[config.mk]
export PLATFORM = sky130hd
export DESIGN_NAME = touch_point_calibrate
export DESIGN_NICKNAME = d
export VERILOG_FILES = /design/src/design/tpc_pkg.sv /design/src/design/tpc_regs.sv /design/src/design/tpc_front.sv /design/src/design/tpc_queue.sv /design/src/design/tpc_back.sv /design/src/design/touch_point_calibrate.sv
export SDC_FILE = /design/constraint.sdc
export NUM_CORES = 2
export LEC_CHECK = 0
export ABC_CLOCK_PERIOD_IN_PS = 10650
export BUFFER_PORTS_ARGS = -buffer_cell sky130_fd_sc_hd__buf_2
export CAP_MARGIN = 5
export CORE_UTILIZATION = 50
export CTS_BUF_LIST = sky130_fd_sc_hd__clkbuf_16
export DETAILED_ROUTE_END_ITERATION = 12
export GPL_ROUTABILITY_DRIVEN = 0
export GPL_TIMING_DRIVEN = 0
export PLACE_DENSITY = 0.66
export SYNTH_ARGS = -nofsm -noshare
export SYNTH_HDL_FRONTEND = slang
export SYNTH_SLANG_ARGS = --single-unit
[constraint.sdc]
create_clock -name clk -period 10.65 [get_ports clk]
set_input_delay 1.065 -clock clk [delete_from_list [all_inputs] [get_ports clk]]
set_output_delay 1.065 -clock clk [all_outputs]
set_load 0.1 [all_outputs]
[src/design/tpc_pkg.sv]
// shared types, constants and register indexes for the touch point calibration block
// no dependencies; imported by every module of the block
`default_nettype none

package tpc_pkg;

    localparam int SAMPLE_BITS   = 12;
    localparam int SCREEN_BITS   = 12;
    localparam int POINT_BITS    = 13;
    localparam int PRESSURE_BITS = 12;
    localparam int PROD_BITS     = SAMPLE_BITS + SCREEN_BITS;
    localparam int WIDE_BITS     = SAMPLE_BITS + SCREEN_BITS + 1;
    localparam int ADDR_BITS     = 5;
    localparam int DATA_BITS     = 32;
    localparam int QUEUE_DEPTH   = 2;
    localparam int LATENCY       = SCREEN_BITS + 3;

    localparam int MODE_CAL_BIT  = 0;
    localparam int MODE_ROT_BIT  = 1;

    localparam logic [SAMPLE_BITS-1:0] THRESH_RESET = SAMPLE_BITS'(10);

    typedef enum logic [2:0] {
        REG_THRESH = 3'd0,
        REG_X_MIN  = 3'd1,
        REG_X_MAX  = 3'd2,
        REG_Y_MIN  = 3'd3,
        REG_Y_MAX  = 3'd4,
        REG_WIDTH  = 3'd5,
        REG_HEIGHT = 3'd6,
        REG_MODE   = 3'd7
    } reg_idx_t;

    typedef struct packed {
        logic [SAMPLE_BITS-1:0] thresh;
        logic [SAMPLE_BITS-1:0] x_min;
        logic [SAMPLE_BITS-1:0] x_max;
        logic [SAMPLE_BITS-1:0] y_min;
        logic [SAMPLE_BITS-1:0] y_max;
        logic [SCREEN_BITS-1:0] width;
        logic [SCREEN_BITS-1:0] height;
        logic [1:0]             mode;
    } cfg_t;

    // one classified sample waiting for the mapping pipeline
    typedef struct packed {
        logic                   touched;
        logic                   calib;
        logic                   rotate;
        logic                   err;
        logic [SAMPLE_BITS-1:0] pressure;
        logic [SAMPLE_BITS-1:0] raw_x;
        logic [SAMPLE_BITS-1:0] raw_y;
        logic [SAMPLE_BITS-1:0] off_x;
        logic [SAMPLE_BITS-1:0] off_y;
        logic [SAMPLE_BITS-1:0] span_x;
        logic [SAMPLE_BITS-1:0] span_y;
    } item_t;

endpackage

`default_nettype wire

[src/design/tpc_regs.sv]
// configuration register file behind the apb-style port
// depends on tpc_pkg
`default_nettype none

module tpc_regs (
    input  wire logic                           clk,
    input  wire logic                           rst_n,
    input  wire logic                           psel,
    input  wire logic                           penable,
    input  wire logic                           pwrite,
    input  wire logic [tpc_pkg::ADDR_BITS-1:0]  paddr,
    input  wire logic [tpc_pkg::DATA_BITS-1:0]  pwdata,
    output logic      [tpc_pkg::DATA_BITS-1:0]  prdata,
    output tpc_pkg::cfg_t                       cfg
);
    import tpc_pkg::*;

    cfg_t     cfg_reg;
    cfg_t     cfg_next;
    reg_idx_t idx;
    logic     wr_en;

    assign idx   = reg_idx_t'(paddr[ADDR_BITS-1:2]);
    assign wr_en = psel && penable && pwrite;
    assign cfg   = cfg_reg;

    always_comb
    begin
        cfg_next = cfg_reg;
        if (wr_en)
        begin
            case (idx)
                REG_THRESH: cfg_next.thresh = pwdata[SAMPLE_BITS-1:0];
                REG_X_MIN:  cfg_next.x_min  = pwdata[SAMPLE_BITS-1:0];
                REG_X_MAX:  cfg_next.x_max  = pwdata[SAMPLE_BITS-1:0];
                REG_Y_MIN:  cfg_next.y_min  = pwdata[SAMPLE_BITS-1:0];
                REG_Y_MAX:  cfg_next.y_max  = pwdata[SAMPLE_BITS-1:0];
                REG_WIDTH:  cfg_next.width  = pwdata[SCREEN_BITS-1:0];
                REG_HEIGHT: cfg_next.height = pwdata[SCREEN_BITS-1:0];
                REG_MODE:   cfg_next.mode   = pwdata[1:0];
                default:    cfg_next = cfg_reg;
            endcase
        end
    end

    always_ff @(posedge clk or negedge rst_n)
    begin
        if (!rst_n)
        begin
            cfg_reg.thresh <= THRESH_RESET;
            cfg_reg.x_min  <= '0;
            cfg_reg.x_max  <= '1;
            cfg_reg.y_min  <= '0;
            cfg_reg.y_max  <= '1;
            cfg_reg.width  <= '0;
            cfg_reg.height <= '0;
            cfg_reg.mode   <= '0;
        end
        else
        begin
            cfg_reg <= cfg_next;
        end
    end

    always_comb
    begin
        case (idx)
            REG_THRESH: prdata = DATA_BITS'(cfg_reg.thresh);
            REG_X_MIN:  prdata = DATA_BITS'(cfg_reg.x_min);
            REG_X_MAX:  prdata = DATA_BITS'(cfg_reg.x_max);
            REG_Y_MIN:  prdata = DATA_BITS'(cfg_reg.y_min);
            REG_Y_MAX:  prdata = DATA_BITS'(cfg_reg.y_max);
            REG_WIDTH:  prdata = DATA_BITS'(cfg_reg.width);
            REG_HEIGHT: prdata = DATA_BITS'(cfg_reg.height);
            REG_MODE:   prdata = DATA_BITS'(cfg_reg.mode);
            default:    prdata = '0;
        endcase
    end

endmodule

`default_nettype wire

[src/design/tpc_front.sv]
// front end: touch detect, per-axis clamp and span classification
// depends on tpc_pkg
`default_nettype none

module tpc_front (
    input  wire logic [tpc_pkg::SAMPLE_BITS-1:0] raw_x,
    input  wire logic [tpc_pkg::SAMPLE_BITS-1:0] raw_y,
    input  wire logic [tpc_pkg::SAMPLE_BITS-1:0] raw_pressure,
    input  wire tpc_pkg::cfg_t                   cfg,
    output tpc_pkg::item_t                       item
);
    import tpc_pkg::*;

    logic [SAMPLE_BITS-1:0] off_x;
    logic [SAMPLE_BITS-1:0] off_y;
    logic [SAMPLE_BITS-1:0] span_x;
    logic [SAMPLE_BITS-1:0] span_y;
    logic                   eq_x;
    logic                   eq_y;

    // clamp then offset; inverted bounds give the full size (off = span = 1),
    // equal bounds give zero (off = 0, span = 1) so the divisor is never zero
    function automatic logic [2*SAMPLE_BITS:0] classify(
        input logic [SAMPLE_BITS-1:0] v,
        input logic [SAMPLE_BITS-1:0] lo,
        input logic [SAMPLE_BITS-1:0] hi
    );
        logic [SAMPLE_BITS-1:0] vc;
        logic [SAMPLE_BITS-1:0] off;
        logic [SAMPLE_BITS-1:0] span;
        logic                   eq;
        vc   = (v < lo) ? lo : ((v > hi) ? hi : v);
        eq   = (lo == hi);
        off  = vc - lo;
        span = hi - lo;
        if (lo > hi)
        begin
            off  = SAMPLE_BITS'(1);
            span = SAMPLE_BITS'(1);
        end
        else if (eq)
        begin
            off  = '0;
            span = SAMPLE_BITS'(1);
        end
        return {eq, off, span};
    endfunction

    assign {eq_x, off_x, span_x} = classify(raw_x, cfg.x_min, cfg.x_max);
    assign {eq_y, off_y, span_y} = classify(raw_y, cfg.y_min, cfg.y_max);

    always_comb
    begin
        item.touched  = (raw_pressure >= cfg.thresh);
        item.calib    = cfg.mode[MODE_CAL_BIT];
        item.rotate   = cfg.mode[MODE_ROT_BIT];
        item.err      = item.touched && item.calib && (eq_x || eq_y);
        item.pressure = raw_pressure;
        item.raw_x    = raw_x;
        item.raw_y    = raw_y;
        item.off_x    = off_x;
        item.off_y    = off_y;
        item.span_x   = span_x;
        item.span_y   = span_y;
    end

endmodule

`default_nettype wire

[src/design/tpc_queue.sv]
// short fifo between the front end and the mapping pipeline
// depends on tpc_pkg
`default_nettype none

module tpc_queue (
    input  wire logic           clk,
    input  wire logic           rst_n,
    input  wire logic           push,
    input  wire tpc_pkg::item_t push_item,
    input  wire logic           pop,
    output tpc_pkg::item_t      head,
    output logic                full,
    output logic                empty
);
    import tpc_pkg::*;

    localparam int PTR_BITS = $clog2(QUEUE_DEPTH);
    localparam int CNT_BITS = $clog2(QUEUE_DEPTH + 1);

    item_t               entries_reg [QUEUE_DEPTH];
    logic [PTR_BITS-1:0] wr_ptr_reg;
    logic [PTR_BITS-1:0] rd_ptr_reg;
    logic [CNT_BITS-1:0] count_reg;
    logic [CNT_BITS-1:0] count_next;
    logic                do_push;
    logic                do_pop;

    assign full    = (count_reg == CNT_BITS'(QUEUE_DEPTH));
    assign empty   = (count_reg == '0);
    assign do_push = push && !full;
    assign do_pop  = pop && !empty;
    assign head    = entries_reg[rd_ptr_reg];

    always_comb
    begin
        count_next = count_reg;
        if (do_push && !do_pop)
        begin
            count_next = count_reg + CNT_BITS'(1);
        end
        else if (do_pop && !do_push)
        begin
            count_next = count_reg - CNT_BITS'(1);
        end
    end

    always_ff @(posedge clk or negedge rst_n)
    begin
        if (!rst_n)
        begin
            wr_ptr_reg <= '0;
            rd_ptr_reg <= '0;
            count_reg  <= '0;
        end
        else
        begin
            count_reg <= count_next;
            if (do_push)
            begin
                wr_ptr_reg <= wr_ptr_reg + PTR_BITS'(1);
            end
            if (do_pop)
            begin
                rd_ptr_reg <= rd_ptr_reg + PTR_BITS'(1);
            end
        end
    end

    always_ff @(posedge clk)
    begin
        if (do_push)
        begin
            entries_reg[wr_ptr_reg] <= push_item;
        end
    end

endmodule

`default_nettype wire

[src/design/tpc_back.sv]
// back end: scale multiply, bit-per-stage restoring divide, rotate and format
// depends on tpc_pkg
`default_nettype none

module tpc_back (
    input  wire logic                                   clk,
    input  wire logic                                   rst_n,
    input  wire logic                                   in_valid,
    input  wire tpc_pkg::item_t                         in_item,
    input  wire tpc_pkg::cfg_t                          cfg,
    output logic                                        done,
    output logic signed [tpc_pkg::POINT_BITS-1:0]       point_x,
    output logic signed [tpc_pkg::POINT_BITS-1:0]       point_y,
    output logic        [tpc_pkg::PRESSURE_BITS-1:0]    pressure,
    output logic                                        range_error
);
    import tpc_pkg::*;

    localparam int NSTG = SCREEN_BITS;

    typedef struct packed {
        logic                   touched;
        logic                   calib;
        logic                   rotate;
        logic                   err;
        logic [SAMPLE_BITS-1:0] pressure;
        logic [SAMPLE_BITS-1:0] raw_x;
        logic [SAMPLE_BITS-1:0] raw_y;
        logic [SAMPLE_BITS-1:0] rem_x;
        logic [SAMPLE_BITS-1:0] rem_y;
        logic [SCREEN_BITS-1:0] low_x;
        logic [SCREEN_BITS-1:0] low_y;
        logic [SCREEN_BITS-1:0] quo_x;
        logic [SCREEN_BITS-1:0] quo_y;
        logic [SAMPLE_BITS-1:0] div_x;
        logic [SAMPLE_BITS-1:0] div_y;
    } pipe_t;

    pipe_t                  pipe_reg [NSTG+1];
    logic [NSTG:0]          vld_reg;
    logic [PROD_BITS-1:0]   prod_x;
    logic [PROD_BITS-1:0]   prod_y;
    pipe_t                  load;
    pipe_t                  last;
    logic                   done_reg;
    logic [POINT_BITS-1:0]  px_next;
    logic [POINT_BITS-1:0]  py_next;
    logic [POINT_BITS-1:0]  px_reg;
    logic [POINT_BITS-1:0]  py_reg;
    logic [PRESSURE_BITS-1:0] pz_next;
    logic [PRESSURE_BITS-1:0] pz_reg;
    logic                   err_next;
    logic                   err_reg;

    // one quotient bit: returns {bit, new remainder}
    function automatic logic [SAMPLE_BITS:0] div_bit(
        input logic [SAMPLE_BITS-1:0] rem,
        input logic                   nbit,
        input logic [SAMPLE_BITS-1:0] dvs
    );
        logic [SAMPLE_BITS:0] t;
        logic [SAMPLE_BITS:0] diff;
        t    = {rem, nbit};
        diff = t - {1'b0, dvs};
        if (t >= {1'b0, dvs})
        begin
            return {1'b1, diff[SAMPLE_BITS-1:0]};
        end
        return {1'b0, t[SAMPLE_BITS-1:0]};
    endfunction

    function automatic pipe_t div_step(input pipe_t p);
        pipe_t                n;
        logic [SAMPLE_BITS:0] rx;
        logic [SAMPLE_BITS:0] ry;
        n     = p;
        rx    = div_bit(p.rem_x, p.low_x[SCREEN_BITS-1], p.div_x);
        ry    = div_bit(p.rem_y, p.low_y[SCREEN_BITS-1], p.div_y);
        n.rem_x = rx[SAMPLE_BITS-1:0];
        n.rem_y = ry[SAMPLE_BITS-1:0];
        n.quo_x = {p.quo_x[SCREEN_BITS-2:0], rx[SAMPLE_BITS]};
        n.quo_y = {p.quo_y[SCREEN_BITS-2:0], ry[SAMPLE_BITS]};
        n.low_x = {p.low_x[SCREEN_BITS-2:0], 1'b0};
        n.low_y = {p.low_y[SCREEN_BITS-2:0], 1'b0};
        return n;
    endfunction

    function automatic logic [POINT_BITS-1:0] to_point(input logic [WIDE_BITS-1:0] v);
        return v[POINT_BITS-1:0];
    endfunction

    // scale by screen size; product stays below span << SCREEN_BITS
    assign prod_x = {{SCREEN_BITS{1'b0}}, in_item.off_x} * {{SAMPLE_BITS{1'b0}}, cfg.width};
    assign prod_y = {{SCREEN_BITS{1'b0}}, in_item.off_y} * {{SAMPLE_BITS{1'b0}}, cfg.height};

    always_comb
    begin
        load.touched  = in_item.touched;
        load.calib    = in_item.calib;
        load.rotate   = in_item.rotate;
        load.err      = in_item.err;
        load.pressure = in_item.pressure;
        load.raw_x    = in_item.raw_x;
        load.raw_y    = in_item.raw_y;
        load.rem_x    = prod_x[PROD_BITS-1:SCREEN_BITS];
        load.rem_y    = prod_y[PROD_BITS-1:SCREEN_BITS];
        load.low_x    = prod_x[SCREEN_BITS-1:0];
        load.low_y    = prod_y[SCREEN_BITS-1:0];
        load.quo_x    = '0;
        load.quo_y    = '0;
        load.div_x    = in_item.span_x;
        load.div_y    = in_item.span_y;
    end

    always_ff @(posedge clk or negedge rst_n)
    begin
        if (!rst_n)
        begin
            vld_reg  <= '0;
            done_reg <= 1'b0;
        end
        else
        begin
            vld_reg  <= {vld_reg[NSTG-1:0], in_valid};
            done_reg <= vld_reg[NSTG];
        end
    end

    always_ff @(posedge clk)
    begin
        pipe_reg[0] <= load;
        for (int k = 1; k <= NSTG; k++)
        begin
            pipe_reg[k] <= div_step(pipe_reg[k-1]);
        end
        px_reg  <= px_next;
        py_reg  <= py_next;
        pz_reg  <= pz_next;
        err_reg <= err_next;
    end

    assign last = pipe_reg[NSTG];

    always_comb
    begin
        px_next  = '0;
        py_next  = '0;
        pz_next  = '0;
        err_next = 1'b0;
        if (!last.touched)
        begin
            if (last.calib)
            begin
                px_next = '1;
                py_next = '1;
            end
        end
        else
        begin
            pz_next = last.pressure[PRESSURE_BITS-1:0];
            if (!last.calib)
            begin
                px_next = to_point(WIDE_BITS'(last.raw_x));
                py_next = to_point(WIDE_BITS'(last.raw_y));
            end
            else
            begin
                err_next = last.err;
                if (last.rotate)
                begin
                    px_next = to_point(WIDE_BITS'(last.quo_y));
                    py_next = to_point(WIDE_BITS'(cfg.width) - WIDE_BITS'(last.quo_x));
                end
                else
                begin
                    px_next = to_point(WIDE_BITS'(last.quo_x));
                    py_next = to_point(WIDE_BITS'(last.quo_y));
                end
            end
        end
    end

    assign done        = done_reg;
    assign point_x     = px_reg;
    assign point_y     = py_reg;
    assign pressure    = pz_reg;
    assign range_error = err_reg;

endmodule

`default_nettype wire

[src/design/touch_point_calibrate.sv]
// touch_point_calibrate: an accepted start reaches the done strobe through its registers
// (SCREEN_BITS divider stages plus queue, multiply and output registers)
// one sample per cycle sustained; the divider is a bit-per-stage pipeline
// the result strobe lasts one cycle and cannot be held off by the receiver
// asynchronous active-low reset clears all control state and loads register defaults
`default_nettype none

module touch_point_calibrate (
    input  wire logic                                   clk,
    input  wire logic                                   rst_n,
    // sample channel
    input  wire logic                                   start,
    output logic                                        busy,
    input  wire logic        [tpc_pkg::SAMPLE_BITS-1:0] raw_x,
    input  wire logic        [tpc_pkg::SAMPLE_BITS-1:0] raw_y,
    input  wire logic        [tpc_pkg::SAMPLE_BITS-1:0] raw_pressure,
    // result channel
    output logic                                        done,
    output logic signed [tpc_pkg::POINT_BITS-1:0]       point_x,
    output logic signed [tpc_pkg::POINT_BITS-1:0]       point_y,
    output logic        [tpc_pkg::PRESSURE_BITS-1:0]    pressure,
    output logic                                        range_error,
    // configuration port
    input  wire logic                                   psel,
    input  wire logic                                   penable,
    input  wire logic                                   pwrite,
    input  wire logic        [tpc_pkg::ADDR_BITS-1:0]   paddr,
    input  wire logic        [tpc_pkg::DATA_BITS-1:0]   pwdata,
    output logic             [tpc_pkg::DATA_BITS-1:0]   prdata,
    output logic                                        pready
);
    import tpc_pkg::*;

    cfg_t  cfg;
    item_t front_item;
    item_t head_item;
    logic  q_full;
    logic  q_empty;
    logic  accept;

    // register file; writes complete in the access beat, no wait states
    assign pready = 1'b1;

    tpc_regs u_regs (
        .clk     (clk),
        .rst_n   (rst_n),
        .psel    (psel),
        .penable (penable),
        .pwrite  (pwrite),
        .paddr   (paddr),
        .pwdata  (pwdata),
        .prdata  (prdata),
        .cfg     (cfg)
    );

    // front end classifies the sample in the accept cycle
    tpc_front u_front (
        .raw_x        (raw_x),
        .raw_y        (raw_y),
        .raw_pressure (raw_pressure),
        .cfg          (cfg),
        .item         (front_item)
    );

    // busy only reflects a full queue; the back end drains one beat per cycle
    assign busy   = q_full;
    assign accept = start && !busy;

    tpc_queue u_queue (
        .clk       (clk),
        .rst_n     (rst_n),
        .push      (accept),
        .push_item (front_item),
        .pop       (!q_empty),
        .head      (head_item),
        .full      (q_full),
        .empty     (q_empty)
    );

    // back end never stalls: multiply, divider stages, output register
    tpc_back u_back (
        .clk         (clk),
        .rst_n       (rst_n),
        .in_valid    (!q_empty),
        .in_item     (head_item),
        .cfg         (cfg),
        .done        (done),
        .point_x     (point_x),
        .point_y     (point_y),
        .pressure    (pressure),
        .range_error (range_error)
    );

    // every accepted beat produces a result strobe
    assert property (@(posedge clk) disable iff (!rst_n)
        accept |-> ##LATENCY done)
        else $error("accepted beat produced no result");

    // no result without a matching accepted beat
    assert property (@(posedge clk) disable iff (!rst_n)
        done |-> $past(accept, LATENCY))
        else $error("result strobe without an accepted beat");

    // an axis error is only reported for calibrated touches
    assert property (@(posedge clk) disable iff (!rst_n)
        (done && range_error) |-> (cfg.mode[MODE_CAL_BIT] && (pressure >= cfg.thresh)))
        else $error("range error outside a calibrated touch");

endmodule

`default_nettype wire
After elaboration in Yosys (flattened, before gate mapping)
Memory sizes are Yosys's and may differ from the RTL's.
Cells that the tools add are included.

storage, ports and cells
  register bits after elaboration = 143
  bits in writable memories = 1944
  input bits = 79
  output and inout bits = 74
  logic and storage cells = 215
  memories = 2

memories
  name                 words  bits a word  rd ports  clocked after Yosys merged registers in  write ports  line             source
  u_back.pipe_reg      13     136          13        0                                        13           tpc_back.sv:39   pipe_t pipe_reg [NSTG+1];
  u_queue.entries_reg  2      88           1         0                                        1            tpc_queue.sv:20  item_t entries_reg [QUEUE_DEPTH];

operators by class
  add/subtract/negate cells = 33
  multipliers = 2
  magnitude comparators = 31
  equality and inequality tests = 10
  mux-type cells = 96
  reduce and logical (&&, ||, !) cells = 24

operators by type and width
  cell                 number
  $mux 13              54
  $sub 12x12->12       28
  $ge 13x12->1         24
  $pmux 32 s8          1
  $mux 12              13
  $gt 12x12->1         4
  $mul 12x12->24       2
  $mux 1               26
  $eq 12x12->1         2
  $lt 12x12->1         2
  $reduce_and 2->1     9
  $sub 12x12->13       1
  $eq 3x3->1 const B   4
  $ge 12x12->1         1
  $logic_and 1x1->1    8
  $eq 3x2->1 const B   2
  $mux 2               2
  $eq 3x1->1 const B   1
  $logic_not 1->1      3
  $logic_not 3->1      1
  $add 1x1->1 const B  2
  $add 2x1->2 const B  1
  $eq 2x2->1 const B   1
  $logic_not 2->1      1
  3 further kinds      3

Depth between registers and ports, before layout
  depth after elaboration = 8
  depth in mapped cells = 23
  depth with buffers taken out = 20

Cells and area by module
A second synthesis with hierarchy kept.

second synthesis, totals
  cells, all modules = 6246
  area, all modules = 71353.4 um^2

modules (own cells, without submodules)
  module                 instances  cells each  area an instance (um^2)  sequential area each (um^2)
  tpc_back               1          4992        55937.4                  29318.1
  tpc_queue              1          293         6578.8                   5385.2
  tpc_front              1          656         4578.1                   0.0
  tpc_regs               1          301         4230.3                   2184.6
  touch_point_calibrate  1          4           28.8                     0.0

Least setup slack after synthesis
OpenSTA, ideal clock, no wires.

  path type = reg2reg
  from = register u_queue.rd_ptr_reg
  to = memory u_back.pipe_reg[0][95] (netlist name)
  library setup time = 0.062 ns
  arrival time = 5.983 ns
  required time = 10.588 ns
  setup slack = 4.605 ns
  stages on the path, launching flop included = 21
  path buffers = 3
  clock period less this slack = 6.045 ns
  path through = dfrtp_1 > buf_2 > buf_1 > mux2_2 > clkbuf_1 > and2_1 > fa_1 > fa_1 > fa_1 > fa_1 > inv_1 > fa_1 > inv_1 > ha_1 > a21o_1 > a211o_1 > a211o_1 > a31oi_2 > a21oi_2 > or4_1 > nand3_1

RTL lines
  element                 line             source
  from (decl)             tpc_queue.sv:22  logic [PTR_BITS-1:0] rd_ptr_reg;
  from (signal assigned)  tpc_queue.sv:64  rd_ptr_reg <= rd_ptr_reg + PTR_BITS'(1);
  to (decl)               tpc_back.sv:39

==> results_dict.tcl <==
set metrics [dict create \
    h-tree-depth 4 \
    syn_area_um2 70420 \
    io_pins 153 \
    syn_to_final_growth_pct 12.07 \
    finish.utilization_pct 56.50 \
    ant_nets 0 \
    setup_tns_ns 0 \
    cts_tree "done" \
    fp.dieH_um 377.3 \
    start_kind "flop" \
    relSlewSlack_pct 38.53 \
    die_x_um 377.3 \
    drt_wl_total_um 141300 \
    coreArea_um2 139700 \
    cts_resized 0 \
    rsz0062_at_grt "no" \
    maxSlewViolCount 0 \
    ys_warn_count 0 \
    ys_dominant_reg_cell "dfxtp_1" \
    setup_viol 0 \
    first_pass_iters 5 \
    cp.arrival_ns 7.95 \
    synth_largest_area_cell "dfxtp_1" \
    period_share_pct 68.13 \
    final_hold_viol_count 0 \
    synthArstFlopShare_pct 6.022 \
    synth_most_common_cell "dfxtp_1" \
    initial_core_util_pct 50.41 \
    drt_iter0_markers 1979 \
    grt_pass1_wl_um 227100 \
    fmax_mhz 137.8 \
    grtUsageMet2_pct 35.14 \
    busiest_layer "met2" \
    post-cts-setup-buffer-count 0 \
    yosysSeqAreaShare_pct 52.38 \
    rows 137 \
    cts_root_buf "clkbuf_16" \
    vias 43004 \
    wl_per_cell_um 16.75 \
    synth_top_cells_by_count "1447 x dfxtp_1, 705 x inv_1, 529 x ha_1" \
    path_max_fanout 10 \
    met3_usage_pct 3.374 \
    final_nets 7254 \
    largest_reg_flops 1408 \
    vias_per_cell 5.098 \
    whs_ns 0.2702 \
    synth_cells 6121 \
    period_minus_slack_ns 7.256 \
    end_kind "flop" \
    fillers 11642 \
    drive_above_1_share_pct 12.94 \
    hpwl_um 107200 \
    synth-edff-count 176 \
    clk_latency_ns 0.80 \
    cts_sinks 1727 \
    grt_antenna_before_repair 3 \
    dieArea_um2 142400 \
    grt_max_degree 60 \
    finalClockSkew_ns 0.06790 \
    grtUsageMet1_pct 24.43 \
    synth_cell_types 81 \
    synth_top_area_share_pct 41.13 \
    clockBufferDepth 3 \
    drc_errors 0 \
    criticalPathCategory "reg -> reg" \
    avgSynthCellArea_um2 11.51 \
    io_buffer_count 107 \
    clk_pin_slew_worst_paths_ns 0.06 \
    worst_pin_slew_ns 0.9221 \
    ys_seq_elements 1727 \
    grt_pass1_vias 43953 \
    grt_overflow 0 \
    ys_top_cells_by_area "dfxtp_1 41%, ha_1 9.4%, edfxtp_1 7.5%, fa_1 6.5%, mux2_2 5.5%" \
    postCtsHoldBufs 0 \
    cts_buffers 165 \
    status "completed" \
    grt_util_all_layers_pct 20.08 \
    drv_cap 0 \
    hold_path_class "in -> async" \
    critPathRequiredTime_ns 11.35 \
]
[worst max-delay path: stages, from the launching register on]
cell	delay, ns
dfrtp_1	0.34
buf_2	0.30
buf_1	0.74
mux2_2	0.36
clkbuf_1	0.48
nand2_1	0.17
fa_1	0.56
inv_1	0.05
fa_1	0.52
fa_1	0.45
fa_1	0.55
inv_1	0.06
fa_1	0.53
inv_1	0.04
ha_1	0.23
a21o_1	0.19
a211oi_1	0.37
a32oi_1	0.24
a31oi_2	0.31
a21oi_2	0.12
or4_1	0.42
nand3_1	0.10
[cell families (layout without fill, tap and decap cells)]
family          Yosys count  count (layout)  share of synthesized area [%]
fa+ha+maj               756             756                          15.85
flops                  1727            1727                          52.38
xor+xnor                238             238                          2.960
buf+inv                 851            1266                          4.813
other cells               2              25                        0.01066
mux                     458             458                          7.135
compound gates         1000            1000                          9.319
simple gates           1089            1089                          7.531
[stage by stage]
step           setup slack [ns]  instances  cell area [µm²]
2_1_floorplan             4.605       6140            70500
3_3_place_gp              2.652       8123            73380
3_5_place_dp              3.497       8128            73520
4_1_cts                   3.420       8431            78920
5_1_grt                   3.015       8431            78920
6_report                  3.394       8435            78930
[worst paths after layout]
check                                       start                       to  slack (ns)  depth (start not counted)
setup / recovery               u_queue.rd_ptr_reg   u_back.pipe_reg[0][95]        3.39                         21
hold / removal                              rst_n        u_back.vld_reg[6]        0.27                          1
setup reg to reg               u_queue.rd_ptr_reg   u_back.pipe_reg[0][95]        3.39                         21
hold reg to reg            u_back.pipe_reg[4][40]  u_back.pipe_reg[4][177]        0.28                          0
max in group asynchronous                   rst_n           u_regs.cfg[75]        9.61                          2
min in group clk           u_back.pipe_reg[4][40]  u_back.pipe_reg[4][177]        0.28                          0
[cell usage in the layout (no fill, tap or decap), types with 79 or more instances in the layout]
cell	Yosys	routed
mux2_2	341	341
edfxtp_1	176	176
xor2_1	88	88
nor3_1	98	98
nor2_1	192	191
xnor2_1	150	150
buf_2	15	121
inv_1	705	732
a21o_1	129	129
and2_1	131	131
ha_1	529	529
o21ai_0	222	222
nor2b_1	86	86
a21oi_1	303	303
nand2_1	359	359
clkbuf_1	79	79
dfxtp_1	1447	1447
fa_1	227	227
mux2i_1	115	115
clkbuf_16	0	169
[routing by layer]
layer,part of all wire [%],wire (µm)
met5,0.0092,13
met4,3.9,5524
met3,4.2,5943
met2,49,69180
met1,43,60590
[layout make-up]
cell class | count | area, µm² | share of cell area (%)
antenna | 4 | 10.01 | 0.01268
buffer | 145 | 739.5 | 0.9369
clock buffer | 169 | 4229 | 5.358
clock inverter | 134 | 1171 | 1.484
inverter | 706 | 2650 | 3.358
multi-input combinational | 3562 | 30230 | 38.30
sequential | 1727 | 36890 | 46.74
tap | 1876 | 2347 | 2.974
timing repair buffer | 112 | 660.6 | 0.8370
Power is left out: the tool's default activity adds up to more than one toggle a clock period on the data nets, which glitch-free logic cannot reach.
